--- src/rtl/ghp_pkg.sv ---
// ----------------------------------------------------------------------------
// ghp_pkg
// Types, codes and helpers for the gzip member header parser.
// ----------------------------------------------------------------------------
package ghp_pkg;

    localparam int unsigned LENGTH_BITS_DEF = 20;
    localparam int unsigned HDR_LEN_W       = 20;

    localparam logic [7:0] ID1_BYTE      = 8'h1f;
    localparam logic [7:0] ID2_BYTE      = 8'h8b;
    localparam logic [7:0] METHOD_MAX    = 8'd8;
    localparam logic [2:0] RSVD_FLG_MASK = 3'h7;

    // parse phases, also reported as field kind
    localparam logic [3:0] PH_ID1     = 4'd0;
    localparam logic [3:0] PH_ID2     = 4'd1;
    localparam logic [3:0] PH_METHOD  = 4'd2;
    localparam logic [3:0] PH_FLAGS   = 4'd3;
    localparam logic [3:0] PH_MTIME   = 4'd4;
    localparam logic [3:0] PH_XFL     = 4'd5;
    localparam logic [3:0] PH_OS      = 4'd6;
    localparam logic [3:0] PH_XLEN    = 4'd7;
    localparam logic [3:0] PH_EXTRA   = 4'd8;
    localparam logic [3:0] PH_NAME    = 4'd9;
    localparam logic [3:0] PH_COMMENT = 4'd10;
    localparam logic [3:0] PH_HCRC    = 4'd11;
    localparam logic [3:0] PH_PAYLOAD = 4'd12;
    localparam logic [3:0] PH_ERROR   = 4'd13;

    localparam logic [2:0] ST_PARSING = 3'd0;
    localparam logic [2:0] ST_END     = 3'd1;
    localparam logic [2:0] ST_ERROR   = 3'd2;
    localparam logic [2:0] ST_PAYLOAD = 3'd3;
    localparam logic [2:0] ST_IDLE    = 3'd4;

    localparam logic [2:0] ERR_NONE   = 3'd0;
    localparam logic [2:0] ERR_ID1    = 3'd1;
    localparam logic [2:0] ERR_ID2    = 3'd2;
    localparam logic [2:0] ERR_METHOD = 3'd3;
    localparam logic [2:0] ERR_FLAGS  = 3'd4;

    typedef struct packed {
        logic [7:0] stream_byte;
        logic       start_of_stream;
    } t_in_word;

    typedef struct packed {
        logic [3:0]           field_kind;
        logic [2:0]           parse_status;
        logic [2:0]           error_code;
        logic [HDR_LEN_W-1:0] header_length;
        logic [31:0]          mod_time;
        logic [4:0]           header_flags;
        logic [7:0]           extra_flags;
        logic [7:0]           os_code;
        logic [3:0]           method_code;
    } t_out_word;

    // first optional field at or after 'from' that FLG asks for
    function automatic logic [3:0] next_optional(input logic [3:0] from,
                                                 input logic [4:0] flg);
        logic [3:0] ph;
        if (from <= PH_XLEN && flg[2]) begin
            ph = PH_XLEN;
        end else if (from <= PH_NAME && flg[3]) begin
            ph = PH_NAME;
        end else if (from <= PH_COMMENT && flg[4]) begin
            ph = PH_COMMENT;
        end else if (from <= PH_HCRC && flg[1]) begin
            ph = PH_HCRC;
        end else begin
            ph = PH_PAYLOAD;
        end
        return ph;
    endfunction

endpackage

--- src/rtl/ghp_core.sv ---
// ----------------------------------------------------------------------------
// ghp_core
// Header parse state and per-byte next-state / result logic.
// ----------------------------------------------------------------------------
module ghp_core #(
    parameter int unsigned LENGTH_BITS = ghp_pkg::LENGTH_BITS_DEF
) (
    input  logic                i_clk,
    input  logic                i_rst_n,
    input  logic                i_en,
    input  ghp_pkg::t_in_word   i_word,
    output ghp_pkg::t_out_word  o_word
);
    import ghp_pkg::*;

    localparam int unsigned EXT_W = (LENGTH_BITS > HDR_LEN_W) ? LENGTH_BITS : HDR_LEN_W;

    logic [3:0]             r_phase, n_phase, ph;
    logic [1:0]             r_bif, n_bif, bif;
    logic [4:0]             r_flags, n_flags, flg;
    logic [31:0]            r_mtime, n_mtime, mtm;
    logic [7:0]             r_xfl, n_xfl, xfl;
    logic [7:0]             r_os, n_os, osc;
    logic [3:0]             r_method, n_method, mth;
    logic [15:0]            r_rem, n_rem, rem;
    logic [LENGTH_BITS-1:0] r_len, n_len, len;
    logic [2:0]             r_err, n_err, err;
    logic [2:0]             status, err_out;
    logic [15:0]            rem_dec;
    logic [EXT_W-1:0]       len_ext;
    logic [7:0]             b;

    always_comb begin
        b = i_word.stream_byte;
        if (i_word.start_of_stream) begin
            ph  = PH_ID1;
            bif = '0;
            flg = '0;
            mtm = '0;
            xfl = '0;
            osc = '0;
            mth = '0;
            rem = '0;
            len = '0;
            err = ERR_NONE;
        end else begin
            ph  = (r_phase > PH_ERROR) ? PH_ERROR : r_phase;
            bif = r_bif;
            flg = r_flags;
            mtm = r_mtime;
            xfl = r_xfl;
            osc = r_os;
            mth = r_method;
            rem = r_rem;
            len = r_len;
            err = r_err;
        end

        n_phase  = ph;
        n_bif    = bif;
        n_flags  = flg;
        n_mtime  = mtm;
        n_xfl    = xfl;
        n_os     = osc;
        n_method = mth;
        n_rem    = rem;
        n_len    = len;
        n_err    = err;
        status   = ST_PARSING;
        err_out  = ERR_NONE;
        rem_dec  = (rem != '0) ? rem - 16'd1 : rem;

        if (ph != PH_PAYLOAD && ph != PH_ERROR && len != '1) begin
            n_len = len + LENGTH_BITS'(1);
        end

        unique case (ph)
            PH_ID1: begin
                if (b != ID1_BYTE) begin
                    n_err = ERR_ID1; n_phase = PH_ERROR; n_bif = '0; status = ST_ERROR;
                end else begin
                    n_phase = PH_ID2;
                end
            end
            PH_ID2: begin
                if (b != ID2_BYTE) begin
                    n_err = ERR_ID2; n_phase = PH_ERROR; n_bif = '0; status = ST_ERROR;
                end else begin
                    n_phase = PH_METHOD;
                end
            end
            PH_METHOD: begin
                if (b > METHOD_MAX) begin
                    n_err = ERR_METHOD; n_phase = PH_ERROR; n_bif = '0; status = ST_ERROR;
                end else begin
                    n_method = b[3:0];
                    n_phase  = PH_FLAGS;
                end
            end
            PH_FLAGS: begin
                if ((b[7:5] & RSVD_FLG_MASK) != '0) begin
                    n_err = ERR_FLAGS; n_phase = PH_ERROR; n_bif = '0; status = ST_ERROR;
                end else begin
                    n_flags = b[4:0];
                    n_phase = PH_MTIME;
                    n_bif   = '0;
                end
            end
            PH_MTIME: begin
                n_mtime[{bif, 3'b000} +: 8] = b;
                if (bif == 2'd3) begin
                    n_phase = PH_XFL;
                    n_bif   = '0;
                end else begin
                    n_bif = bif + 2'd1;
                end
            end
            PH_XFL: begin
                n_xfl   = b;
                n_phase = PH_OS;
            end
            PH_OS: begin
                n_os    = b;
                n_phase = next_optional(PH_XLEN, flg);
                n_bif   = '0;
                status  = (n_phase == PH_PAYLOAD) ? ST_END : ST_PARSING;
            end
            PH_XLEN: begin
                if (bif == '0) begin
                    n_rem = {8'h00, b};
                    n_bif = 2'd1;
                end else begin
                    n_rem = rem | {b, 8'h00};
                    n_bif = '0;
                    if (n_rem == '0) begin
                        n_phase = next_optional(PH_NAME, flg);
                        status  = (n_phase == PH_PAYLOAD) ? ST_END : ST_PARSING;
                    end else begin
                        n_phase = PH_EXTRA;
                    end
                end
            end
            PH_EXTRA: begin
                n_rem = rem_dec;
                if (rem_dec == '0) begin
                    n_phase = next_optional(PH_NAME, flg);
                    n_bif   = '0;
                    status  = (n_phase == PH_PAYLOAD) ? ST_END : ST_PARSING;
                end
            end
            PH_NAME: begin
                if (b == 8'h00) begin
                    n_phase = next_optional(PH_COMMENT, flg);
                    n_bif   = '0;
                    status  = (n_phase == PH_PAYLOAD) ? ST_END : ST_PARSING;
                end
            end
            PH_COMMENT: begin
                if (b == 8'h00) begin
                    n_phase = next_optional(PH_HCRC, flg);
                    n_bif   = '0;
                    status  = (n_phase == PH_PAYLOAD) ? ST_END : ST_PARSING;
                end
            end
            PH_HCRC: begin
                if (bif == '0) begin
                    n_bif = 2'd1;
                end else begin
                    n_phase = PH_PAYLOAD;
                    n_bif   = '0;
                    status  = ST_END;
                end
            end
            PH_PAYLOAD: begin
                status = ST_PAYLOAD;
            end
            default: begin
                status  = ST_IDLE;
                err_out = err;
            end
        endcase

        if (status == ST_ERROR) begin
            err_out = n_err;
        end

        len_ext = EXT_W'(n_len);

        o_word.field_kind    = ph;
        o_word.parse_status  = status;
        o_word.error_code    = err_out;
        o_word.header_length = len_ext[HDR_LEN_W-1:0];
        o_word.mod_time      = n_mtime;
        o_word.header_flags  = n_flags;
        o_word.extra_flags   = n_xfl;
        o_word.os_code       = n_os;
        o_word.method_code   = n_method;
    end

    always_ff @(posedge i_clk) begin
        if (!i_rst_n) begin
            r_phase  <= PH_ID1;
            r_bif    <= '0;
            r_flags  <= '0;
            r_mtime  <= '0;
            r_xfl    <= '0;
            r_os     <= '0;
            r_method <= '0;
            r_rem    <= '0;
            r_len    <= '0;
            r_err    <= ERR_NONE;
        end else if (i_en) begin
            r_phase  <= n_phase;
            r_bif    <= n_bif;
            r_flags  <= n_flags;
            r_mtime  <= n_mtime;
            r_xfl    <= n_xfl;
            r_os     <= n_os;
            r_method <= n_method;
            r_rem    <= n_rem;
            r_len    <= n_len;
            r_err    <= n_err;
        end
    end

endmodule

--- src/rtl/ghp_out_stage.sv ---
// ----------------------------------------------------------------------------
// ghp_out_stage
// Result register with a skid entry; decouples output stall from input.
// ----------------------------------------------------------------------------
module ghp_out_stage (
    input  logic               i_clk,
    input  logic               i_rst_n,
    input  logic               i_push,
    input  ghp_pkg::t_out_word i_word,
    output logic               o_full,
    output logic               o_valid,
    input  logic               i_stall,
    output ghp_pkg::t_out_word o_word
);
    import ghp_pkg::*;

    logic      r_main_valid, r_skid_valid;
    t_out_word r_main, r_skid;
    logic      pop;

    assign pop     = r_main_valid && !i_stall;
    assign o_valid = r_main_valid;
    assign o_word  = r_main;
    assign o_full  = r_skid_valid;

    always_ff @(posedge i_clk) begin
        if (!i_rst_n) begin
            r_main_valid <= 1'b0;
            r_skid_valid <= 1'b0;
        end else if (pop) begin
            if (r_skid_valid) begin
                r_main_valid <= 1'b1;
                r_skid_valid <= 1'b0;
            end else begin
                r_main_valid <= i_push;
            end
        end else if (i_push) begin
            if (!r_main_valid) begin
                r_main_valid <= 1'b1;
            end else begin
                r_skid_valid <= 1'b1;
            end
        end
    end

    always_ff @(posedge i_clk) begin
        if (pop) begin
            r_main <= r_skid_valid ? r_skid : i_word;
        end else if (i_push) begin
            if (!r_main_valid) begin
                r_main <= i_word;
            end else begin
                r_skid <= i_word;
            end
        end
    end

endmodule

--- src/rtl/gzip_header_parser_unit.sv ---
// ----------------------------------------------------------------------------
// gzip_header_parser_unit
// Byte-serial gzip member header parser (field kind and status per byte).
// ----------------------------------------------------------------------------
// Input channel: i_in_valid / o_in_stall carry one stream byte per word, with
// a start flag that restarts parsing on that byte as ID1.
// Output channel: o_out_valid / i_out_stall carry one result word per input
// word: field kind, parse status, error code, header length so far and the
// captured MTIME, FLG, XFL, OS and method values.
// A result is registered in the result register, or on a stall in the skid entry.
// Throughput: one byte per cycle while o_in_stall is low; each step is one pass
// through the parse logic into the result register or the skid entry.
// Reset: all parse state and captured fields clear; the first byte is parsed
// as ID1 with or without a start flag. No result is pending after reset.
// Output stall: one result waits in the result register and one more in a
// skid entry; o_in_stall rises only when the skid entry is occupied.
// ----------------------------------------------------------------------------
module gzip_header_parser_unit #(
    parameter int unsigned LENGTH_BITS = ghp_pkg::LENGTH_BITS_DEF
) (
    input  logic               i_clk,
    input  logic               i_rst_n,
    input  logic               i_in_valid,
    output logic               o_in_stall,
    input  ghp_pkg::t_in_word  i_in_word,
    output logic               o_out_valid,
    input  logic               i_out_stall,
    output ghp_pkg::t_out_word o_out_word
);
    import ghp_pkg::*;

    logic      accept;
    logic      full;
    t_out_word result;

    assign o_in_stall = full;
    assign accept     = i_in_valid && !full;

    ghp_core #(
        .LENGTH_BITS (LENGTH_BITS)
    ) u_core (
        .i_clk   (i_clk),
        .i_rst_n (i_rst_n),
        .i_en    (accept),
        .i_word  (i_in_word),
        .o_word  (result)
    );

    ghp_out_stage u_out (
        .i_clk   (i_clk),
        .i_rst_n (i_rst_n),
        .i_push  (accept),
        .i_word  (result),
        .o_full  (full),
        .o_valid (o_out_valid),
        .i_stall (i_out_stall),
        .o_word  (o_out_word)
    );

endmodule

--- config.mk ---
export PLATFORM = sky130hd
export DESIGN_NAME = gzip_header_parser_unit
export DESIGN_NICKNAME = d
export VERILOG_FILES = /design/src/rtl/ghp_pkg.sv /design/src/rtl/ghp_core.sv /design/src/rtl/ghp_out_stage.sv /design/src/rtl/gzip_header_parser_unit.sv
export SDC_FILE = /design/constraint.sdc
export NUM_CORES = 1
export LEC_CHECK = 0
export BUFFER_PORTS_ARGS = -buffer_cell sky130_fd_sc_hd__buf_2
export CAP_MARGIN = 25
export CORE_AREA = 2 2 195 120
export DETAILED_ROUTE_END_ITERATION = 10
export DIE_AREA = 0 0 197 122
export HOLD_SLACK_MARGIN = 0.08
export PLACE_DENSITY = 0.85
export SLEW_MARGIN = 0
export SYNTH_ARGS = -nofsm -noshare
export SYNTH_HDL_FRONTEND = slang
export SYNTH_SLANG_ARGS = --single-unit
--- constraint.sdc ---
create_clock -name i_clk -period 11.6 [get_ports i_clk]
set_input_delay 1.16 -clock i_clk [delete_from_list [all_inputs] [get_ports i_clk]]
set_output_delay 1.16 -clock i_clk [all_outputs]
set_load 0.01 [all_outputs]
Word level (Yosys, flattened, before mapping)
Cells that the tools add are included.
{ "classes": {"addsub": 4, "n_mul": 0, "div": 0, "order_cmp": 2, "n_eq_ne": 25, "shifts": 2, "mux": 87, "bitwise_logic": 3, "reduce_logical": 23} }
{ "ops": {"columns": ["operator", "n"], "rows": [
  ["$mux W87", 4],
  ["$mux W4", 29],
  ["$mux W32", 2],
  ["$mux W16", 3],
  ["$pmux W4 S12", 1],
  ["$eq A4 B4 Y1 const B", 10],
  ["$mux W20", 2],
  ["$mux W3", 13],
  ["$pmux W3 S12", 1],
  ["$bwmux W32", 1],
  ["$logic_not A16 Y1", 2],
  ["$mux W8", 4],
  ["$pmux W16 S2", 1],
  ["$shift A8 B7 Y32 const A", 1],
  ["$shiftx A8 B7 Y32", 1],
  ["$mux W2", 11],
  ["$add A20 B1 Y20 const B", 1],
  ["$ne A20 B20 Y1 const B", 1],
  ["$eq A4 B3 Y1 const B", 4],
  ["$or A16 B16 Y16", 1],
  ["$pmux W2 S8", 1],
  ["$reduce_bool A16 Y1", 1],
  ["$sub A16 B1 Y16 const B", 1],
  ["$mux W5", 3],
  ["26 further kinds", 47]
]} }
{ "totals": {"reg_bits": 278, "latch_bits": 0, "ram_bits": 0, "romBits": 0, "out_inout_bits": 89, "elab_cells": 176, "mem_count": 0} }

Depth between registers and ports, before layout
{ "logic_depth": {"ltp_word": 17, "depth_mapped": 16, "mapped_depth_nobuf": 10} }

Hierarchy
Synthesis repeated with hierarchy kept, for this count alone.
{ "unflattened": {"hier_cells": 1237, "hier_area_um2": 13798.2} }
{ "modules_own_cells": {"columns": ["module", "instances", "cells_per_inst", "area_per_inst_um2"], "rows": [
  ["ghp_core", 1, 955, 7297.0],
  ["ghp_out_stage", 1, 281, 6487.5],
  ["gzip_header_parser_unit", 1, 1, 13.8]
]} }

Least setup slack after synthesis
No wires, ideal clock.
{ "synth_timing": {"path_kind": "input-to-reg", "start": "in i_in_valid", "end": "reg u_out.r_main (netlist bit u_out.o_word[0]), enable pin", "setup_time_ps": 653, "t_arrival_ps": 7886, "required_ps": 10947, "path_slack_ps": 3061, "cell_stages": 5, "path_buffers": 3, "cell_sequence": "nand2b_1 clkbuf_1 clkbuf_1 buf_1 o21ai_0"} }
{ "synth_via": {"elab_chain_cells": 3} }
{ "synth_rtl": {"columns": ["item", "line", "rtl"], "rows": [
  ["start, declared", "gzip_header_parser_unit.sv:23", "input logic i_in_valid,"],
  ["$logic_and A1 B1 Y1", "gzip_header_parser_unit.sv:37", "assign accept = i_in_valid && !full;"],
  ["$reduce_bool A2 Y1 (no line)", null, null],
  ["$reduce_and A2 Y1 (no line)", null, null],
  ["end signal, assigned", "ghp_out_stage.sv:48", "r_main <= r_skid_valid ? r_skid : i_word;"],
  ["end signal, assigned", "ghp_out_stage.sv:51", "r_main <= i_word;"],
  ["end, declared", "ghp_out_stage.sv:18", "t_out_word r_main, r_skid;"]
]} }
No other way between the ends.
A chain may end at the register's enable or synchronous reset.

Worst setup path after layout
{ "layout_timing": {"start": "in i_in_word[0] (netlist name)", "end": "reg u_out.r_main (netlist bit u_out.o_word[80]), data pin"} }
{ "layout_via": {"elab_chain_cells": 15} }
{ "layout_rtl": {"columns": ["item", "line", "rtl"], "rows": [
  ["start, declared", "gzip_header_parser_unit.sv:25", "input ghp_pkg::t_in_word i_in_word,"],
  ["branches (longest 11 deep; another with $sub A16 B1 Y16)", null, null],
  ["$pmux W3 S12 *", "ghp_core.sv:77", "unique case (ph)"],
  ["$mux W87", "ghp_out_stage.sv:50", "if (!r_main_valid) begin"],
  ["$mux W87", "ghp_out_stage.sv:49", "end else if (i_push) begin"],
  ["$mux W87 *", "ghp_out_stage.sv:47", "if (pop) begin"]
]} }
Mark *: on every way between the ends. The select of a mux whose other input is x is not followed.

==> metrics <==
outcome=finished clean; initial antenna violation count=0; Synth cell types=72; vias in the first global route=9829; post-DR wirelength/cell=19.8 um; Post-synth EDFFs=174; # clock sinks=278; CTS root buf=clkbuf_16; CP Data Arrival Time=5080 ps; Overall Global Routing Usage=0.285; core box area=22500 sq um; final wirelength=34700 um; crit-path cells=buf_2, buf_4, buf_4, nor2b_1, inv_1, ha_1, or3b_2, a211oi_1, mux2i_1, nor4b_1, and4_1, a31oi_1, o31ai_2; CP Launch Type=primary input; ant diodes=0; CP Data Required Time=11960 ps; P_leak=5.88 nW; post-layout minimum cycle time=4720 ps; Nets=1464; post-CTS sizing=0; Synth Flop Type=edfxtp_1; row cnt=43; post-CTS setup buffer count=0; Largest delay share family, worst path=simple AND/OR/NAND/NOR gates; Area Overhead vs Synth=11.0%; mapped cell area=13200 sq um; die width=197 um; PnR worst setup slack=6880 ps; RSZ-0062 raised after global routing=false; Detailed Route Iter0 Violations=1328; IO Pins=102; drt drc=0; asr flop ratio synth=0; Pins Over Slew Limit=0; die area=24000 sq um; crit end category=flip-flop; worst setup path category=in -> reg; post-synthesis sequential area ratio=0.554; most frequent cells in the layout=261 x nor2_1, 174 x edfxtp_1, 115 x nand2_1, 104 x dfxtp_1, 101 x buf_2; max cap viols=0; CTS tree=built; syn avg cell area=9.43 sq um; share of cells above drive strength 1=0.131; Num CTS Buffers=25; largest net degree at the start of global routing=99; Fin Clk Skew=11.6 ps; First-pass DRT Iterations=8; Mapped Nets=1420; CTS H-tree lvls=1; warning count from the yosys run=0; most common cell after layout, fill and taps aside=nor2_1; maximum vdd drop=0.0000958 V; Slew HR=0.327; CP max FO=49; Final Setup Violations=0; #FFs+latches synth=278; period utilization=0.407; clock slew at reported path FFs=60 ps; Clock Tree Buf Depth=3; GRT overflow=0; Hold Vio Cnt, Final=0; Placement Setup Slack=6520 ps; vias per inst=6.18; Mapped Cells=1399; Vias=10.8k; Initial Util=0.587; Hold Crit Class=reg -> reg; Worst Path Buf+Inv=4; total negative setup slack=0 ps; clk_lat worst skew=530 ps; critical path's most frequent cell=buf_4; # hold bufs at CTS=0; Worst Tran Pin Value=1010 ps; Placer Congestion=0.978; first-pass GRT wire length=53900 um; Port Buffer Count=101; R2R setup slack=8010 ps; Final ANT Viol Nets=0; DIE HEIGHT=122 um; worst stage delay on the critical path=600 ps; slowest cell on the critical path=nor4b_1; PD cells=154 nW/um^2; dpl hpwl=22300 um; Fmax achieved=0.212 GHz
## power breakdown
group	internal [mW]	total, mW	switching, mW
registers	1.12	1.15	0.0345
logic	0.0917	0.284	0.192
clock network	0.451	0.821	0.370
total	1.66	2.26	0.597
## state kept, by name, summed over array words and instances (netlist names), 4 cells and up
signal / count
u_out.o_word: 87
u_core.r_rem: 16
u_core.r_mtime: 32
u_core.r_len: 20
u_core.r_method: 4
u_core.r_flags: 5
u_out.r_skid: 87
u_core.r_os: 8
u_core.r_phase: 4
u_core.r_xfl: 8
## stage by stage
step | power [mW] | cell area, sq um | utilization | cells | hold WS [ps]
after floorplan | 1.36 | 13200 | - | 1399 | 450
after global placement | 1.44 | 13800 | 0.613 | 1704 | 459
after detailed placement | 1.45 | 13800 | 0.614 | 1706 | 480
after CTS | 2.26 | 14600 | 0.650 | 1752 | 487
after global routing | 2.33 | 14600 | 0.651 | 1754 | 513
final | 2.26 | 14600 | 0.651 | 1754 | 495
## worst paths after layout
check                                       start                to  depth (start not counted)
worst max register to register  u_core.r_phase[1]  u_out.o_word[21]                          7
worst min register to register    u_core.r_err[1]   u_core.r_err[1]                          2
worst max-delay path                 i_in_word[0]  u_out.o_word[80]                         13
worst min-delay path              u_core.r_err[1]   u_core.r_err[1]                          2
## layer usage
metal  vias to the layer above  global-route usage  routed length, um
li1                       5094                   -                  -
met1                      5104               0.428              15300
met2                       573               0.421              14900
met3                        75              0.0606               3700
met4                         0              0.0738                814
met5                         -                   0                  0
## cell usage after synthesis, types with 10 or more instances
master | instances | share of area
nand3_1 | 38 | 0.014
xnor2_1 | 10 | 0.0066
nor3_1 | 44 | 0.017
nor4_1 | 17 | 0.0081
clkbuf_1 | 83 | 0.024
and3_1 | 14 | 0.0066
dfxtp_1 | 104 | 0.16
a211oi_1 | 51 | 0.029
a22oi_1 | 21 | 0.012
a31oi_1 | 25 | 0.012
nor2_1 | 262 | 0.075
nand2_1 | 115 | 0.033
edfxtp_1 | 174 | 0.40
nor2b_1 | 16 | 0.0076
nor3b_1 | 12 | 0.0068
inv_1 | 68 | 0.019
xor2_1 | 11 | 0.0073
o21ai_0 | 66 | 0.025
a21oi_1 | 95 | 0.036
## cell families (layout without fill, tap and decap cells)
group / Yosys count / in the layout / share of synthesized area
AOI/OAI and AO/OA: 327 / 327 / 0.158
and+or+nand+nor: 578 / 578 / 0.201
adders and majority gates: 8 / 8 / 0.00759
buffers and inverters: 171 / 234 / 0.0521
DFF: 278 / 278 / 0.554
xor gates and xnor gates: 21 / 21 / 0.0139
muxes: 16 / 16 / 0.0129
## area by class of cell
class,instances,area (sq um)
Sequential cell,278,7310
Clock buffer,31,658
Multi-Input combinational cell,950,5250
Inverter,69,259
Tap cell,292,365
Clock inverter,15,144
Fill cell,1768,7850
Timing Repair Buffer,119,653
## worst reg2reg max path: stages, from the launching register on
cell     delay, ps
dfxtp_1        730
nor2b_1        610
nand2_1        210
inv_1          160
nand3_1        150
nor2_1         590
mux2i_1        720
a21oi_1        140
(Power assumes the default switching activity.)
